==> config.mk <==
export PLATFORM = sky130hd
export DESIGN_NAME = string_hash_bucket_index
export DESIGN_NICKNAME = d
export VERILOG_FILES = /design/src/hw/rtl/shbi_pkg.sv /design/src/hw/rtl/shbi_ctrl.sv /design/src/hw/rtl/shbi_dp.sv /design/src/hw/rtl/string_hash_bucket_index.sv
export SDC_FILE = /design/constraint.sdc
export NUM_CORES = 1
export LEC_CHECK = 0
export BUFFER_PORTS_ARGS = -buffer_cell sky130_fd_sc_hd__buf_2
export CAP_MARGIN = 30
export CORE_ASPECT_RATIO = 0.9
export CORE_MARGIN = 5
export CORE_UTILIZATION = 45
export CTS_CLUSTER_SIZE = 40
export DETAILED_ROUTE_END_ITERATION = 7
export PLACE_DENSITY = 0.61
export SETUP_SLACK_MARGIN = 0.05
export SLEW_MARGIN = 40
export SYNTH_ARGS = -nofsm -noshare
export SYNTH_HDL_FRONTEND = slang
export SYNTH_SLANG_ARGS = --single-unit
==> constraint.sdc <==
create_clock -name aclk -period 15.2 [get_ports aclk]
set_clock_uncertainty 0.1 [all_clocks]
set_input_delay 0.76 -clock aclk [delete_from_list [all_inputs] [get_ports aclk]]
set_output_delay 0.76 -clock aclk [all_outputs]
set_load 0.01 [all_outputs]
==> src/hw/rtl/shbi_pkg.sv <==
package shbi_pkg;

    // Hash width as fixed by the fields of the stream
    localparam int unsigned HASH_WIDTH_DEF = 32;

    localparam int unsigned CHAR_W  = 8;
    localparam int unsigned CFG_IDX_W = 2;

    // Register indexes of the configuration port
    localparam logic [CFG_IDX_W-1:0] REG_HASH_MODE = 2'd0;
    localparam logic [CFG_IDX_W-1:0] REG_BUCKETS   = 2'd1;

    // Hash mode codes
    localparam logic MODE_POLY = 1'b0;
    localparam logic MODE_MX   = 1'b1;

    // Multipliers and seeds
    localparam int unsigned POLY_SHIFT = 5;                 // 31*h = 32*h - h
    localparam int unsigned MX_MULT_H  = 54059;
    localparam logic signed [17:0] MX_MULT_C = 18'sd76963;
    localparam int unsigned SEED_POLY  = 0;
    localparam int unsigned SEED_MX    = 37;

    localparam int unsigned BUCKETS_RST = 1024;

    typedef enum logic [1:0] {
        ST_IDLE,
        ST_DIVIDE,
        ST_DELIVER
    } state_t;

    // Commands from controller to datapath
    typedef struct packed {
        logic item_accept;   // input word taken this cycle
        logic div_step;      // one restoring division step
        logic out_load;      // move finished result to output register
    } cmd_t;

endpackage

==> src/hw/rtl/shbi_ctrl.sv <==
module shbi_ctrl #(
    parameter int unsigned HASH_WIDTH = shbi_pkg::HASH_WIDTH_DEF
) (
    input  logic             aclk,
    input  logic             aresetn,
    input  logic             s_tvalid,
    input  logic             s_tlast,
    output logic             s_tready,
    input  logic             m_tready,
    output logic             m_tvalid,
    output shbi_pkg::cmd_t   cmd
);

    localparam int unsigned CNT_W = $clog2(HASH_WIDTH);

    shbi_pkg::state_t state_reg, state_next;
    logic [CNT_W-1:0] cnt_reg, cnt_next;
    logic             out_valid_reg, out_valid_next;

    always_ff @(posedge aclk) begin
        if (!aresetn) begin
            state_reg     <= shbi_pkg::ST_IDLE;
            cnt_reg       <= '0;
            out_valid_reg <= 1'b0;
        end else begin
            state_reg     <= state_next;
            cnt_reg       <= cnt_next;
            out_valid_reg <= out_valid_next;
        end
    end

    // next state
    always_comb begin
        state_next = state_reg;
        unique case (state_reg)
            shbi_pkg::ST_IDLE: begin
                if (s_tvalid && s_tlast) state_next = shbi_pkg::ST_DIVIDE;
            end
            shbi_pkg::ST_DIVIDE: begin
                if (cnt_reg == '0) state_next = shbi_pkg::ST_DELIVER;
            end
            shbi_pkg::ST_DELIVER: begin
                if (!out_valid_reg || m_tready) state_next = shbi_pkg::ST_IDLE;
            end
            default: state_next = shbi_pkg::ST_IDLE;
        endcase
    end

    // outputs
    always_comb begin
        s_tready        = 1'b0;
        cmd.item_accept = 1'b0;
        cmd.div_step    = 1'b0;
        cmd.out_load    = 1'b0;
        unique case (state_reg)
            shbi_pkg::ST_IDLE: begin
                s_tready        = 1'b1;
                cmd.item_accept = s_tvalid;
            end
            shbi_pkg::ST_DIVIDE: begin
                cmd.div_step = 1'b1;
            end
            shbi_pkg::ST_DELIVER: begin
                cmd.out_load = !out_valid_reg || m_tready;
            end
            default: ;
        endcase
    end

    always_comb begin
        cnt_next = cnt_reg;
        if (cmd.item_accept && s_tlast) begin
            cnt_next = CNT_W'(HASH_WIDTH - 1);
        end else if (cmd.div_step) begin
            cnt_next = cnt_reg - 1'b1;
        end
    end

    always_comb begin
        out_valid_next = out_valid_reg;
        if (cmd.out_load) begin
            out_valid_next = 1'b1;
        end else if (m_tready) begin
            out_valid_next = 1'b0;
        end
    end

    assign m_tvalid = out_valid_reg;

endmodule

==> src/hw/rtl/shbi_dp.sv <==
module shbi_dp #(
    parameter int unsigned HASH_WIDTH = shbi_pkg::HASH_WIDTH_DEF
) (
    input  logic                                aclk,
    input  logic                                aresetn,
    input  shbi_pkg::cmd_t                      cmd,
    input  logic [shbi_pkg::CHAR_W-1:0]         char_byte,
    input  logic                                char_valid,
    input  logic                                word_end,
    input  logic                                cfg_we,
    input  logic [shbi_pkg::CFG_IDX_W-1:0]      cfg_index,
    input  logic [HASH_WIDTH-1:0]               cfg_wdata,
    output logic [HASH_WIDTH-1:0]               raw_hash,
    output logic [HASH_WIDTH-1:0]               bucket_index
);

    localparam int unsigned CT_W = shbi_pkg::CHAR_W + $bits(shbi_pkg::MX_MULT_C);

    logic                  mode_reg;
    logic [HASH_WIDTH-1:0] buckets_reg;
    logic [HASH_WIDTH-1:0] hash_reg, hash_next;
    logic [HASH_WIDTH-1:0] raw_reg;
    logic [HASH_WIDTH-1:0] dvd_reg;    // dividend, shifted out msb first
    logic [HASH_WIDTH-1:0] rem_reg;
    logic [HASH_WIDTH-1:0] out_raw_reg, out_bucket_reg;

    logic [HASH_WIDTH-1:0] seed, seed_new;
    logic [HASH_WIDTH-1:0] c_ext, c_mx, hash_poly, hash_mx, hash_fold;
    logic signed [CT_W-1:0] cterm_s;
    logic [HASH_WIDTH:0]   rem_shift, rem_diff;

    function automatic logic [HASH_WIDTH-1:0] seed_of(input logic mode);
        seed_of = (mode == shbi_pkg::MODE_MX) ? HASH_WIDTH'(shbi_pkg::SEED_MX)
                                              : HASH_WIDTH'(shbi_pkg::SEED_POLY);
    endfunction

    assign seed     = seed_of(mode_reg);
    assign seed_new = seed_of(cfg_wdata[0]);

    // character term, sign-extended like a signed char
    assign c_ext   = HASH_WIDTH'($signed(char_byte));
    assign cterm_s = $signed(char_byte) * shbi_pkg::MX_MULT_C;
    assign c_mx    = HASH_WIDTH'(cterm_s);

    assign hash_poly = c_ext + (hash_reg << shbi_pkg::POLY_SHIFT) - hash_reg;
    assign hash_mx   = (hash_reg * HASH_WIDTH'(shbi_pkg::MX_MULT_H)) ^ c_mx;

    always_comb begin
        hash_fold = hash_reg;
        if (char_valid) begin
            hash_fold = (mode_reg == shbi_pkg::MODE_MX) ? hash_mx : hash_poly;
        end
    end

    always_comb begin
        hash_next = hash_reg;
        if (cfg_we && cfg_index == shbi_pkg::REG_HASH_MODE) begin
            hash_next = seed_new;
        end else if (cmd.item_accept) begin
            hash_next = word_end ? seed : hash_fold;
        end
    end

    always_ff @(posedge aclk) begin
        if (!aresetn) begin
            mode_reg    <= shbi_pkg::MODE_POLY;
            buckets_reg <= HASH_WIDTH'(shbi_pkg::BUCKETS_RST);
            hash_reg    <= HASH_WIDTH'(shbi_pkg::SEED_POLY);
        end else begin
            hash_reg <= hash_next;
            if (cfg_we && cfg_index == shbi_pkg::REG_HASH_MODE) begin
                mode_reg <= cfg_wdata[0];
            end
            if (cfg_we && cfg_index == shbi_pkg::REG_BUCKETS) begin
                buckets_reg <= cfg_wdata;
            end
        end
    end

    // restoring remainder, one bit a step; a zero divisor leaves the dividend
    assign rem_shift = {rem_reg, dvd_reg[HASH_WIDTH-1]};
    assign rem_diff  = rem_shift - {1'b0, buckets_reg};

    always_ff @(posedge aclk) begin
        if (cmd.item_accept && word_end) begin
            raw_reg <= hash_fold;
            dvd_reg <= hash_fold;
            rem_reg <= '0;
        end else if (cmd.div_step) begin
            dvd_reg <= dvd_reg << 1;
            rem_reg <= rem_diff[HASH_WIDTH] ? rem_shift[HASH_WIDTH-1:0]
                                            : rem_diff[HASH_WIDTH-1:0];
        end
        if (cmd.out_load) begin
            out_raw_reg    <= raw_reg;
            out_bucket_reg <= rem_reg;
        end
    end

    assign raw_hash     = out_raw_reg;
    assign bucket_index = out_bucket_reg;

endmodule

==> src/hw/rtl/string_hash_bucket_index.sv <==
// Timing: a word with tlast clear is folded into the hash in the cycle it is taken.
// A word with tlast set yields its result on m_tdata after the remainder unit and the output register load.
// Throughput: one word per cycle within a string; an ending word holds s_tready low
// through the 32-step radix-2 remainder unit and until the output register is loaded.
// Reset (aresetn low, synchronous): hash_mode 0, table size 1024, hash at seed 0,
// output register empty.
module string_hash_bucket_index #(
    parameter int unsigned HASH_WIDTH = shbi_pkg::HASH_WIDTH_DEF
) (
    input  logic                              aclk,
    input  logic                              aresetn,

    // input stream
    input  logic                              s_tvalid,
    output logic                              s_tready,
    input  logic [7:0]                        s_tdata,   // [7:0] char_byte
    input  logic                              s_tuser,   // [0] char_valid
    input  logic                              s_tlast,   // word_end

    // result stream
    output logic                              m_tvalid,
    input  logic                              m_tready,
    output logic [2*HASH_WIDTH-1:0]           m_tdata,   // [31:0] raw_hash, [63:32] bucket_index

    // configuration writes
    input  logic                              cfg_we,
    input  logic [shbi_pkg::CFG_IDX_W-1:0]    cfg_index,
    input  logic [HASH_WIDTH-1:0]             cfg_wdata
);

    shbi_pkg::cmd_t        cmd;
    logic [HASH_WIDTH-1:0] raw_hash;
    logic [HASH_WIDTH-1:0] bucket_index;

    // Controller: accepts words while idle, sequences the remainder unit,
    // owns the output valid flag.
    shbi_ctrl #(
        .HASH_WIDTH (HASH_WIDTH)
    ) u_ctrl (
        .aclk     (aclk),
        .aresetn  (aresetn),
        .s_tvalid (s_tvalid),
        .s_tlast  (s_tlast),
        .s_tready (s_tready),
        .m_tready (m_tready),
        .m_tvalid (m_tvalid),
        .cmd      (cmd)
    );

    // Datapath: config registers, running hash, remainder unit, result register.
    shbi_dp #(
        .HASH_WIDTH (HASH_WIDTH)
    ) u_dp (
        .aclk         (aclk),
        .aresetn      (aresetn),
        .cmd          (cmd),
        .char_byte    (s_tdata),
        .char_valid   (s_tuser),
        .word_end     (s_tlast),
        .cfg_we       (cfg_we),
        .cfg_index    (cfg_index),
        .cfg_wdata    (cfg_wdata),
        .raw_hash     (raw_hash),
        .bucket_index (bucket_index)
    );

    assign m_tdata = {bucket_index, raw_hash};

    // A finished result never overwrites one still waiting on m_tready.
    a_no_overwrite: assert property (@(posedge aclk) disable iff (!aresetn)
        cmd.out_load |-> (!m_tvalid || m_tready))
        else $error("result register overwritten while stalled");

    // No input word is taken while the remainder unit is busy.
    a_busy_not_ready: assert property (@(posedge aclk) disable iff (!aresetn)
        cmd.div_step |-> !s_tready)
        else $error("input ready during division");

    // An ending word closes the input until its result is formed.
    a_end_blocks: assert property (@(posedge aclk) disable iff (!aresetn)
        (s_tvalid && s_tready && s_tlast) |=> (!s_tready && cmd.div_step))
        else $error("ending word did not start the remainder unit");

endmodule
==> results of run 1 <==
==> per-layer routing <==
metal	up-vias	routed length, um	GRT usage
li1	8104	-	-
met3	70	2520	0.0227
met1	8228	27300	0.310
met4	0	1360	0.0478
met2	411	27100	0.349
met5	-	0	0
==> cell families (layout without fill, tap and decap cells) <==
group / count (synthesis) / count (layout)
AO/OA/AOI/OAI: 507 / 507
XOR/XNOR: 132 / 132
multiplexers: 44 / 44
flip-flops: 233 / 233
adder cells (fa/ha/maj): 477 / 477
AND/OR/NAND/NOR: 474 / 474
buffers and inverters: 455 / 574
==> through the flow <==
stage	utilization	worst slack (ps)	hold slack, ps
after CTS	0.496	8610	321
after floorplan	-	9700	300
after global routing	0.496	8310	327
after detailed placement	0.480	8660	305
after global placement	0.480	8710	306
final	0.496	8600	317
==> layout make-up <==
| type | count | area [um2] | share of cell area |
|---|---|---|---|
| clock inverter | 15 | 138 | 0.00566 |
| clock buffer | 29 | 641 | 0.0263 |
| sequential | 233 | 5950 | 0.244 |
| timing repair buffer | 132 | 706 | 0.0290 |
| inverter | 398 | 1500 | 0.0615 |
| tap | 632 | 791 | 0.0325 |
| multi-input combinational | 1634 | 14600 | 0.601 |
==> path summary, 6_finish.rpt <==
| path | start | to | slack (ps) |
|---|---|---|---|
| setup / recovery | u_dp.hash_reg[3]$_SDFFE_PN0P_ | u_dp.dvd_reg[26]$_DFFE_PP_ | 8600 |
| setup reg to reg | u_dp.hash_reg[3]$_SDFFE_PN0P_ | u_dp.dvd_reg[26]$_DFFE_PP_ | 8600 |
| hold reg to reg | u_dp.raw_reg[9]$_DFFE_PP_ | u_dp.raw_hash[9]$_DFFE_PP_ | 320 |
| hold / removal | u_dp.raw_reg[9]$_DFFE_PP_ | u_dp.raw_hash[9]$_DFFE_PP_ | 320 |
==> worst max-delay path: stages (launching register included) <==
cell and delay (ps):
dfxtp_1 600, ha_1 350, fa_1 500, inv_1 60, fa_1 510, inv_1 60
fa_1 480, fa_1 510, fa_1 410, ha_1 410, and4_1 250, nand2_1 60
nand4b_1 300, a41oi_1 570, nor4b_1 100, a211oi_1 320, xor2_1 380, a211oi_1 170
o31ai_1 260
==> cell usage after synthesis, types with 14 or more instances <==
master | instances | share of area
inv_1 | 396 | 0.067
ha_1 | 284 | 0.16
nand2_1 | 221 | 0.037
fa_1 | 193 | 0.17
edfxtp_1 | 128 | 0.17
o21ai_0 | 122 | 0.027
a21oi_1 | 112 | 0.025
dfxtp_1 | 105 | 0.094
xnor2_1 | 88 | 0.035
nor2_1 | 86 | 0.015
clkbuf_1 | 48 | 0.0081
a21boi_0 | 43 | 0.015
xor2_1 | 39 | 0.015
a21o_1 | 37 | 0.012
mux2i_1 | 29 | 0.013
o211ai_1 | 29 | 0.0098
nor3_1 | 27 | 0.0061
nand3_1 | 26 | 0.0058
o21a_1 | 22 | 0.0074
a211oi_1 | 20 | 0.0067
nor2b_1 | 20 | 0.0056
a31oi_1 | 18 | 0.0051
and3_1 | 16 | 0.0045
mux2_2 | 14 | 0.0071
nand2b_1 | 14 | 0.0039
==> layout by cell type, fill, tap and decap left out, types with 25 or more instances in the layout <==
cell	count
mux2i_1	29
nand2_1	221
nor2_1	85
a21oi_1	112
a21o_1	37
clkbuf_16	25
o21ai_0	122
inv_1	394
xnor2_1	88
xor2_1	39
edfxtp_1	128
ha_1	284
dfxtp_1	105
nor3_1	27
nand3_1	26
o211ai_1	29
fa_1	193
buf_2	114
a21boi_0	43
==> power by group through the flow <==
stage | Combinational, uW | Sequential [uW] | Clock, uW
final | 2140 | 839 | 589
after global placement | 2110 | 850 | 0
after global routing | 2380 | 849 | 630
after detailed placement | 2140 | 852 | 0
after CTS | 2150 | 839 | 603
after floorplan | 1640 | 825 | 0
==> flow_metrics.env, run 1 <==
export IMPL_cts_hold_buffers_added=0
export IMPL_fillCellCount=4576
export IMPL_cts_root_buf="clkbuf_16"
export IMPL_switching_share=0.435
export IMPL_pwr_share_clk=0.165
export IMPL_die_h_um=221
export IMPL_dieWidth_um=244
export IMPL_synth_edf_count=128
export IMPL_power_leakage_uw=0.0112
export IMPL_finalWorstPathRequiredPeriod_ps=6600
export IMPL_io_pins=115
export IMPL_grt_max_degree=56
export IMPL_placementRows=77
export IMPL_gp_congestion=0.909
export IMPL_cts_buffers_inserted=24
export IMPL_syn_inst=2322
export IMPL_synth_nets=2848
export IMPL_clk_path_buf_depth=3
export IMPL_drtIter0Drc=1210
export IMPL_routedWlPerCell_um=18.9
export IMPL_yosys_area_share_simple=0.0984
export IMPL_dp_hpwl_um=47200
export IMPL_synth_top_family_by_area="adder cells"
export IMPL_cp_required_ps=15440
export IMPL_min_path_type="reg2reg"
export IMPL_avgViaCountPerCell=5.47
export IMPL_cts_tree="yes"
export IMPL_power_frac_seq=0.235
export IMPL_fp_coreArea_mm2=0.0490
export IMPL_synth_top_flop_cell="edfxtp_1"
export IMPL_route_vias_total=16800
export IMPL_io_buffers=114
export IMPL_synth_mux_area_frac=0.0208
export IMPL_synth_compound_area_share=0.148
export IMPL_fin_cells=3073
export IMPL_start_util=0.454
export IMPL_drc=0
export IMPL_ys_ff_latch=233
export IMPL_ff2ff_path_depth=18
export IMPL_post_cts_resized=0
export IMPL_yosysSeqAreaShare=0.267
export IMPL_path_class="reg2reg"
export IMPL_finalInstanceArea_mm2=0.0243
export IMPL_synthAdderAreaFrac=0.333
export IMPL_ant_nets=0
export IMPL_hold_path_depth=0
export IMPL_synth_xor_area_frac=0.0551
export IMPL_grt_pass1_wl_um=93400
export IMPL_max_clock_freq_mhz=152
export IMPL_internal_power_uw=2010
export IMPL_dpl_cell_area_mm2=0.0235
export IMPL_worstSkewPairLatency_ps=530
export IMPL_status="completed"
export IMPL_wl_um=58200
export IMPL_totalPowerFinal_uw=3570
export IMPL_end_kind="flop"
export IMPL_placed_cells=3029
export IMPL_p_per_area_mw_per_mm2=147
export IMPL_setup_viol=0
export IMPL_antenna_found_initial=0
export IMPL_post_cts_setup_buffers=0
export IMPL_p_comb_frac=0.599
export IMPL_first_pass_iters=6
export IMPL_dieArea_mm2=0.0540
export IMPL_critPathMaxFanout=9
export IMPL_grt_use_total=0.214
export IMPL_grt_pass1_vias=16700
export IMPL_syn_avg_cell_area_um2=9.59
export IMPL_slew_headroom=0.554
export IMPL_syn_to_final_growth_pct=9.26
export IMPL_hold_viol=0
export IMPL_async_reset_ff_frac=0
export IMPL_drive_above_1_share=0.0832
export IMPL_setup_tns_ps=0
export IMPL_rsz0062_at_grt="no"
export IMPL_antenna_cells=0
export IMPL_synth_warnings=0
export IMPL_p_sw_uw=1550
export IMPL_peakVddDrop_uv=147
export IMPL_start_kind="flop"
export IMPL_cts_sinks=233
export IMPL_cp_arrival_ps=6840
export IMPL_synth_cell_types=78
export IMPL_fin_nets=2949
export IMPL_syn_area_mm2=0.0223
export IMPL_post_route_period_util=0.434
export IMPL_tightest_slew_ps=668
export IMPL_maxCapViolations=0
export IMPL_h_tree_depth=1
export IMPL_grt_ovfl_total=0
export IMPL_cts_clk_slew_worst_paths_ps=60
export IMPL_slew_viol_final=0
Note: power is estimated with default switching activity, not from simulation.
==> run 2, diff against run 1 <==
--- a/config.mk
+++ b/config.mk
@@ -12,7 +12,7 @@
 export CORE_UTILIZATION = 45
 export CTS_CLUSTER_SIZE = 40
 export DETAILED_ROUTE_END_ITERATION = 7
-export PLACE_DENSITY = 0.61
+export PLACE_DENSITY = 0.63
 export SETUP_SLACK_MARGIN = 0.05
 export SLEW_MARGIN = 40
 export SYNTH_ARGS = -nofsm -noshare
==> constraint.sdc (replaced) <==
create_clock -name aclk -period 5.8 [get_ports aclk]
set_clock_uncertainty 0.1 [all_clocks]
set_input_delay 0.29 -clock aclk [delete_from_list [all_inputs] [get_ports aclk]]
set_output_delay 0.29 -clock aclk [all_outputs]
set_load 0.01 [all_outputs]
==> run 2 against run 1 <==
Compared with the run above: clock power is 150% higher; global-route usage increased by 0.55 points; first-iteration DRC count is 6.1% lower; highest routed layer unchanged; sequential cell count unchanged; sequential power increased to 2.6 times the previous value; via count grew 3.7%; sequential share of layout area decreased by 1.3 points; maximum frequency rose by 15%; cell count increased by 4.6%.
==> flow_metrics.env, run 2 (synthesis gave the netlist of run 1 again) <==
export IMPL_start_util=0.454
export IMPL_p_comb_frac=0.633
export IMPL_hold_viol=0
export IMPL_cp_required_ps=5930
export IMPL_internal_power_uw=5620
export IMPL_maxCapViolations=0
export IMPL_path_class="reg2reg"
export IMPL_dieArea_mm2=0.0540
export IMPL_cts_buffers_inserted=23
export IMPL_power_frac_seq=0.219
export IMPL_cp_cell_sequence="ha_4, inv_2, fa_2, fa_1, inv_2, fa_1, fa_1, fa_1, ha_1, o21a_1, o211ai_1, buf_4, a21boi_2, nand3b_1, o211ai_1, o41ai_1, buf_4, xor3_1, nand2_2, a31oi_4"
export IMPL_cts_root_buf="clkbuf_16"
export IMPL_io_buffers=114
export IMPL_first_pass_iters=7
export IMPL_layout_common_cells="inv_1 (389), ha_1 (272), nand2_1 (220), fa_1 (188)"
export IMPL_fp_coreArea_mm2=0.0490
export IMPL_worst_slack_ps=75.2
export IMPL_setup_worst_path_start="u_dp.hash_reg[4]$_SDFFE_PN0P_"
export IMPL_start_kind="flop"
export IMPL_setup_tns_ps=0
export IMPL_grt_pass1_vias=17700
export IMPL_syn_to_final_growth_pct=16.1
export IMPL_rsz0062_at_grt="yes"
export IMPL_drc=0
export IMPL_multiInputGateArea_mm2=0.0150
export IMPL_drive_above_1_share=0.152
export IMPL_peakVddDrop_uv=297
export IMPL_dieWidth_um=244
export IMPL_ant_nets=0
export IMPL_cp_arrival_ps=5850
export IMPL_tightest_slew_ps=885
export IMPL_cp_slowest_cell="fa_2"
export IMPL_power_leakage_uw=0.0119
export IMPL_avgViaCountPerCell=5.43
export IMPL_fin_util=0.527
export IMPL_dp_hpwl_um=49600
export IMPL_slowest_delay_ps=570
export IMPL_worstSkewPairLatency_ps=510
export IMPL_drtIter0Drc=1136
export IMPL_io_pins=115
export IMPL_slew_headroom=0.406
export IMPL_cts_clk_slew_worst_paths_ps=70
export IMPL_final_common_cell="inv_1"
export IMPL_grt_use_total=0.219
export IMPL_placementRows=77
export IMPL_cts_tree="yes"
export IMPL_r2r_end="u_dp.raw_reg[30]$_DFFE_PP_"
export IMPL_setup_viol=0
export IMPL_die_h_um=221
export IMPL_pwr_share_clk=0.148
export IMPL_h_tree_depth=1
export IMPL_ff2ff_path_depth=20
export IMPL_grt_ovfl_total=0
export IMPL_max_clock_freq_mhz=175
export IMPL_route_vias_total=17400
export IMPL_grt_max_degree=56
export IMPL_switching_share=0.432
export IMPL_path_depth=20
export IMPL_fillCellCount=4446
export IMPL_reg2reg_slack_ps=80
export IMPL_crit_family="adder cells"
export IMPL_path_buf_inv=4
export IMPL_end_kind="flop"
export IMPL_slew_viol_final=0
export IMPL_reg2reg_from="u_dp.hash_reg[4]$_SDFFE_PN0P_"
export IMPL_fin_nets=3090
export IMPL_min_path_type="in2reg"
export IMPL_p_per_area_mw_per_mm2=383
export IMPL_gp_congestion=0.933
export IMPL_cts_sinks=233
export IMPL_seqCellArea_mm2=0.00598
export IMPL_p_sw_uw=4280
export IMPL_finalWorstPathRequiredPeriod_ps=5720
export IMPL_antenna_found_initial=0
export IMPL_post_route_period_util=0.987
export IMPL_routedWlPerCell_um=18.8
export IMPL_endpoint="u_dp.raw_reg[30]$_DFFE_PP_"
export IMPL_critPathMaxFanout=5
export IMPL_grt_pass1_wl_um=95900
export IMPL_clk_path_buf_depth=3
export IMPL_cpMostUsedCell="fa_1"
export IMPL_wl_um=60500
export IMPL_status="completed"
export IMPL_place_ws_ps=-51.2
## run 2: how the worst min path moves through the flow
| stage | end | slack, ps | startpoint | cells past startpoint |
|---|---|---|---|---|
| final | u_dp.buckets_reg[7]$_SDFFE_PN0P_ | 20 | cfg_wdata[7] | 3 |
| after global routing | u_dp.buckets_reg[7]$_SDFFE_PN0P_ | 20 | cfg_wdata[7] | 3 |
| after detailed placement | u_dp.raw_hash[14]$_DFFE_PP_ | 300 | u_dp.raw_reg[14]$_DFFE_PP_ | 0 |
| after CTS | u_dp.buckets_reg[7]$_SDFFE_PN0P_ | 10 | cfg_wdata[7] | 3 |
| after global placement | u_dp.raw_hash[11]$_DFFE_PP_ | 300 | u_dp.raw_reg[11]$_DFFE_PP_ | 0 |
| after floorplan | u_dp.raw_hash[0]$_DFFE_PP_ | 300 | u_dp.raw_reg[0]$_DFFE_PP_ | 0 |
## run 2: through the flow
step / hold WS [ps] / instance area, um2 / power, uW / cells
6_report: 17.8 / 25900 / 9910 / 3213
5_1_grt: 24.5 / 25800 / 10700 / 3212
4_1_cts: 11.6 / 25500 / 9790 / 3211
3_5_place_dp: 305 / 24400 / 8220 / 3139
3_3_place_gp: 304 / 24400 / 8130 / 3139
2_1_floorplan: 300 / 22300 / 6450 / 2322
## run 2: layer usage
metal / up-vias / GRT usage / share of wire
met4: 0 / 0.0583 / 0.029
met5: - / 0 / 0
li1: 8381 / - / -
met3: 89 / 0.0351 / 0.057
met1: 8496 / 0.303 / 0.46
met2: 476 / 0.362 / 0.46
## run 2: layout make-up
class / count / share of cell area
clock buffers: 29 / 0.0247
repair buffers: 274 / 0.0723
well taps: 632 / 0.0306
diodes: 1 / 0.0000968
multi-input cells: 1634 / 0.580
flip-flops and latches: 233 / 0.231
clock inverters: 12 / 0.00368
inverters: 398 / 0.0578
## run 2: worst min-delay path: stages
cell and delay, ps:
buf_2 100, nand2_1 90, a21boi_0 100
## run 2: what timing repair did
item                       in CTS  in global routing
setup endpoints to repair      18                 38
hold endpoints to repair       31                  0
setup buffers                   0                  2
hold buffers                   31                  0
resized for setup              22                 78
pin swaps                       6                 55
## run 2: power groups by stage
stage                     Combinational (uW)  Clock [uW]  Sequential, uW
after floorplan                         4280           0            2160
after global placement                  5940           0            2200
after detailed placement                6020           0            2200
after CTS                               6120        1500            2170
after global routing                    6910        1570            2200
final                                   6270        1470            2170
==> run 3, diff against run 2 <==
--- a/config.mk
+++ b/config.mk
@@ -12,7 +12,7 @@
 export CORE_UTILIZATION = 45
 export CTS_CLUSTER_SIZE = 40
 export DETAILED_ROUTE_END_ITERATION = 7
-export PLACE_DENSITY = 0.63
+export PLACE_DENSITY = 0.61
 export SETUP_SLACK_MARGIN = 0.05
 export SLEW_MARGIN = 40
 export SYNTH_ARGS = -nofsm -noshare
==> constraint.sdc (replaced) <==
create_clock -name aclk -period 6.34 [get_ports aclk]
set_clock_uncertainty 0.1 [all_clocks]
set_input_delay 0.317 -clock aclk [delete_from_list [all_inputs] [get_ports aclk]]
set_output_delay 0.317 -clock aclk [all_outputs]
set_load 0.01 [all_outputs]
==> run 3 against run 2 <==
Compared with the run above: clock power increased by 3%; sequential share of layout area increased by 0.70 points; setup slack improved by 150 ps; first-iteration DRC count increased by 15%; critical path depth decreased by 2; final area decreased by 3.3%; clock-buffer cell count increased by 1; critical endpoint is now u_dp.dvd_reg[20]$_DFFE_PP_; highest routed layer unchanged.
==> flow_metrics.env, run 3 (synthesis gave the netlist of run 1 again) <==
export IMPL_internal_power_uw=4950
export IMPL_drive_above_1_share=0.101
export IMPL_pwr_share_clk=0.174
export IMPL_fin_nets=3013
export IMPL_min_path_type="in2reg"
export IMPL_peakVddDrop_uv=353
export IMPL_dieWidth_um=244
export IMPL_wl_um=59400
export IMPL_p_sw_uw=3770
export IMPL_status="completed"
export IMPL_critPathMaxFanout=7
export IMPL_cp_slowest_cell="fa_1"
export IMPL_cpMostUsedCell="fa_1"
export IMPL_grt_use_met2=0.358
export IMPL_post_route_period_util=0.964
export IMPL_p_comb_frac=0.598
export IMPL_cp_arrival_ps=6290
export IMPL_route_vias_total=17200
export IMPL_cts_clk_slew_worst_paths_ps=60
export IMPL_avgViaCountPerCell=5.48
export IMPL_clk_path_buf_depth=3
export IMPL_antenna_found_initial=4
export IMPL_place_ws_ps=22.0
export IMPL_io_buffers=114
export IMPL_cp_cell_sequence="ha_1, fa_1, inv_1, fa_1, inv_1, fa_1, fa_1, fa_1, ha_1, and4_1, nand2_1, nand4b_1, and3_1, a21oi_1, xnor2_1, o221ai_2, a21oi_1, mux2_2"
export IMPL_setup_tns_ps=0
export IMPL_slowest_delay_ps=520
export IMPL_worst_slack_ps=229
export IMPL_cts_sinks=233
export IMPL_start_kind="flop"
export IMPL_power_leakage_uw=0.0115
export IMPL_slew_headroom=0.443
export IMPL_hold_viol=0
export IMPL_path_class="reg2reg"
export IMPL_ant_nets=0
export IMPL_grt_use_total=0.216
export IMPL_layout_common_cells="inv_1 (393), ha_1 (284), nand2_1 (221), fa_1 (193), edfxtp_1 (128)"
export IMPL_finalWorstPathRequiredPeriod_ps=6110
export IMPL_cp_required_ps=6520
export IMPL_drtIter0Drc=1309
export IMPL_grt_ovfl_total=0
export IMPL_io_pins=115
export IMPL_worstSkewPairLatency_ps=550
export IMPL_syn_to_final_growth_pct=12.3
export IMPL_dieArea_mm2=0.0540
export IMPL_switching_share=0.432
export IMPL_final_common_cell="inv_1"
export IMPL_h_tree_depth=1
export IMPL_cts_root_buf="clkbuf_16"
export IMPL_power_frac_seq=0.228
export IMPL_slew_viol_final=0
export IMPL_drc=0
export IMPL_routedWlPerCell_um=18.9
export IMPL_p_per_area_mw_per_mm2=349
export IMPL_cts_tree="yes"
export IMPL_placementRows=77
export IMPL_grt_most_used_layer="met2"
export IMPL_met1_usage=0.309
export IMPL_tightest_slew_ps=834
export IMPL_cts_buffers_inserted=25
export IMPL_dp_hpwl_um=47700
export IMPL_setup_viol=0
export IMPL_gp_congestion=0.927
export IMPL_grt_pass1_wl_um=95000
export IMPL_rsz0062_at_grt="no"
export IMPL_die_h_um=221
export IMPL_maxCapViolations=0
export IMPL_grt_max_degree=64
export IMPL_grt_pass1_vias=17300
export IMPL_gr_usage_met3=0.0183
export IMPL_first_pass_iters=5
export IMPL_max_clock_freq_mhz=164
export IMPL_start_util=0.454
export IMPL_end_kind="flop"
export IMPL_fp_coreArea_mm2=0.0490
==> run 3: changes by cell type in the layout (fill, tap and decap cells not counted), sizes merged <==
cell    change
clkbuf      +1
buf        -79
bufinv      +2
clkinv      -1
diode       +2
inv         +3
==> run 3: final timing paths <==
path                                      start                               end  slack [ps]  cells after the start
setup / recovery  u_dp.hash_reg[2]$_SDFFE_PN0P_        u_dp.dvd_reg[20]$_DFFE_PP_         230                     18
hold / removal                     cfg_wdata[0]  u_dp.buckets_reg[0]$_SDFFE_PN0P_          20                      3
setup reg to reg  u_dp.hash_reg[2]$_SDFFE_PN0P_        u_dp.dvd_reg[20]$_DFFE_PP_         230                     18
hold reg to reg      u_dp.raw_reg[30]$_DFFE_PP_       u_dp.raw_hash[30]$_DFFE_PP_         320                      0
==> run 3: cell type report <==
class,count,area [um2]
Fill cell,4492,24000
Multi-Input combinational cell,1634,14600
Sequential cell,233,5950
Inverter,398,1490
Timing Repair Buffer,195,1260
Tap cell,632,791
Clock buffer,30,674
Clock inverter,16,166
Antenna cell,3,7.51
==> run 3: timing repair <==
action,in CTS,in global routing
endpoints found under the setup margin,4,10
hold endpoints to repair,31,0
hold buffers,31,0
resized for setup,3,10
setup buffers,0,1
==> run 3: routing by layer <==
layer / vias up / part of all wire
met4: 0 / 0.028
met1: 8450 / 0.46
met3: 81 / 0.046
met5: - / 0
li1: 8228 / -
met2: 450 / 0.47
==> run 3: critical path, delay by kind of cell, from the launching register on <==
family,cells,cell delay [ps]
fa+ha+maj,7,3130
simple gates,4,1000
compound gates,3,610
flops,1,370
mux,1,300
xor+xnor,1,210
buf+inv,2,140
==> run 3: power by group through the flow <==
stage,clock [uW],combinational (uW),sequential (uW)
finish,1510,5220,1990
global route,1610,5800,2010
CTS,1550,5210,1990
detailed placement,0,5160,2020
global placement,0,5090,2020
floorplan,0,3920,1980
==> run 3: per-stage QoR <==
stage	util	total power, uW	instance area, um2	hold WS (ps)	instances
floorplan	-	5900	22300	300	2322
global placement	0.485	7110	23800	306	3060
detailed placement	0.485	7180	23800	309	3060
CTS	0.508	8750	24900	6.79	3137
global route	0.510	9420	25000	25.3	3141
finish	0.510	8720	25000	18.3	3141
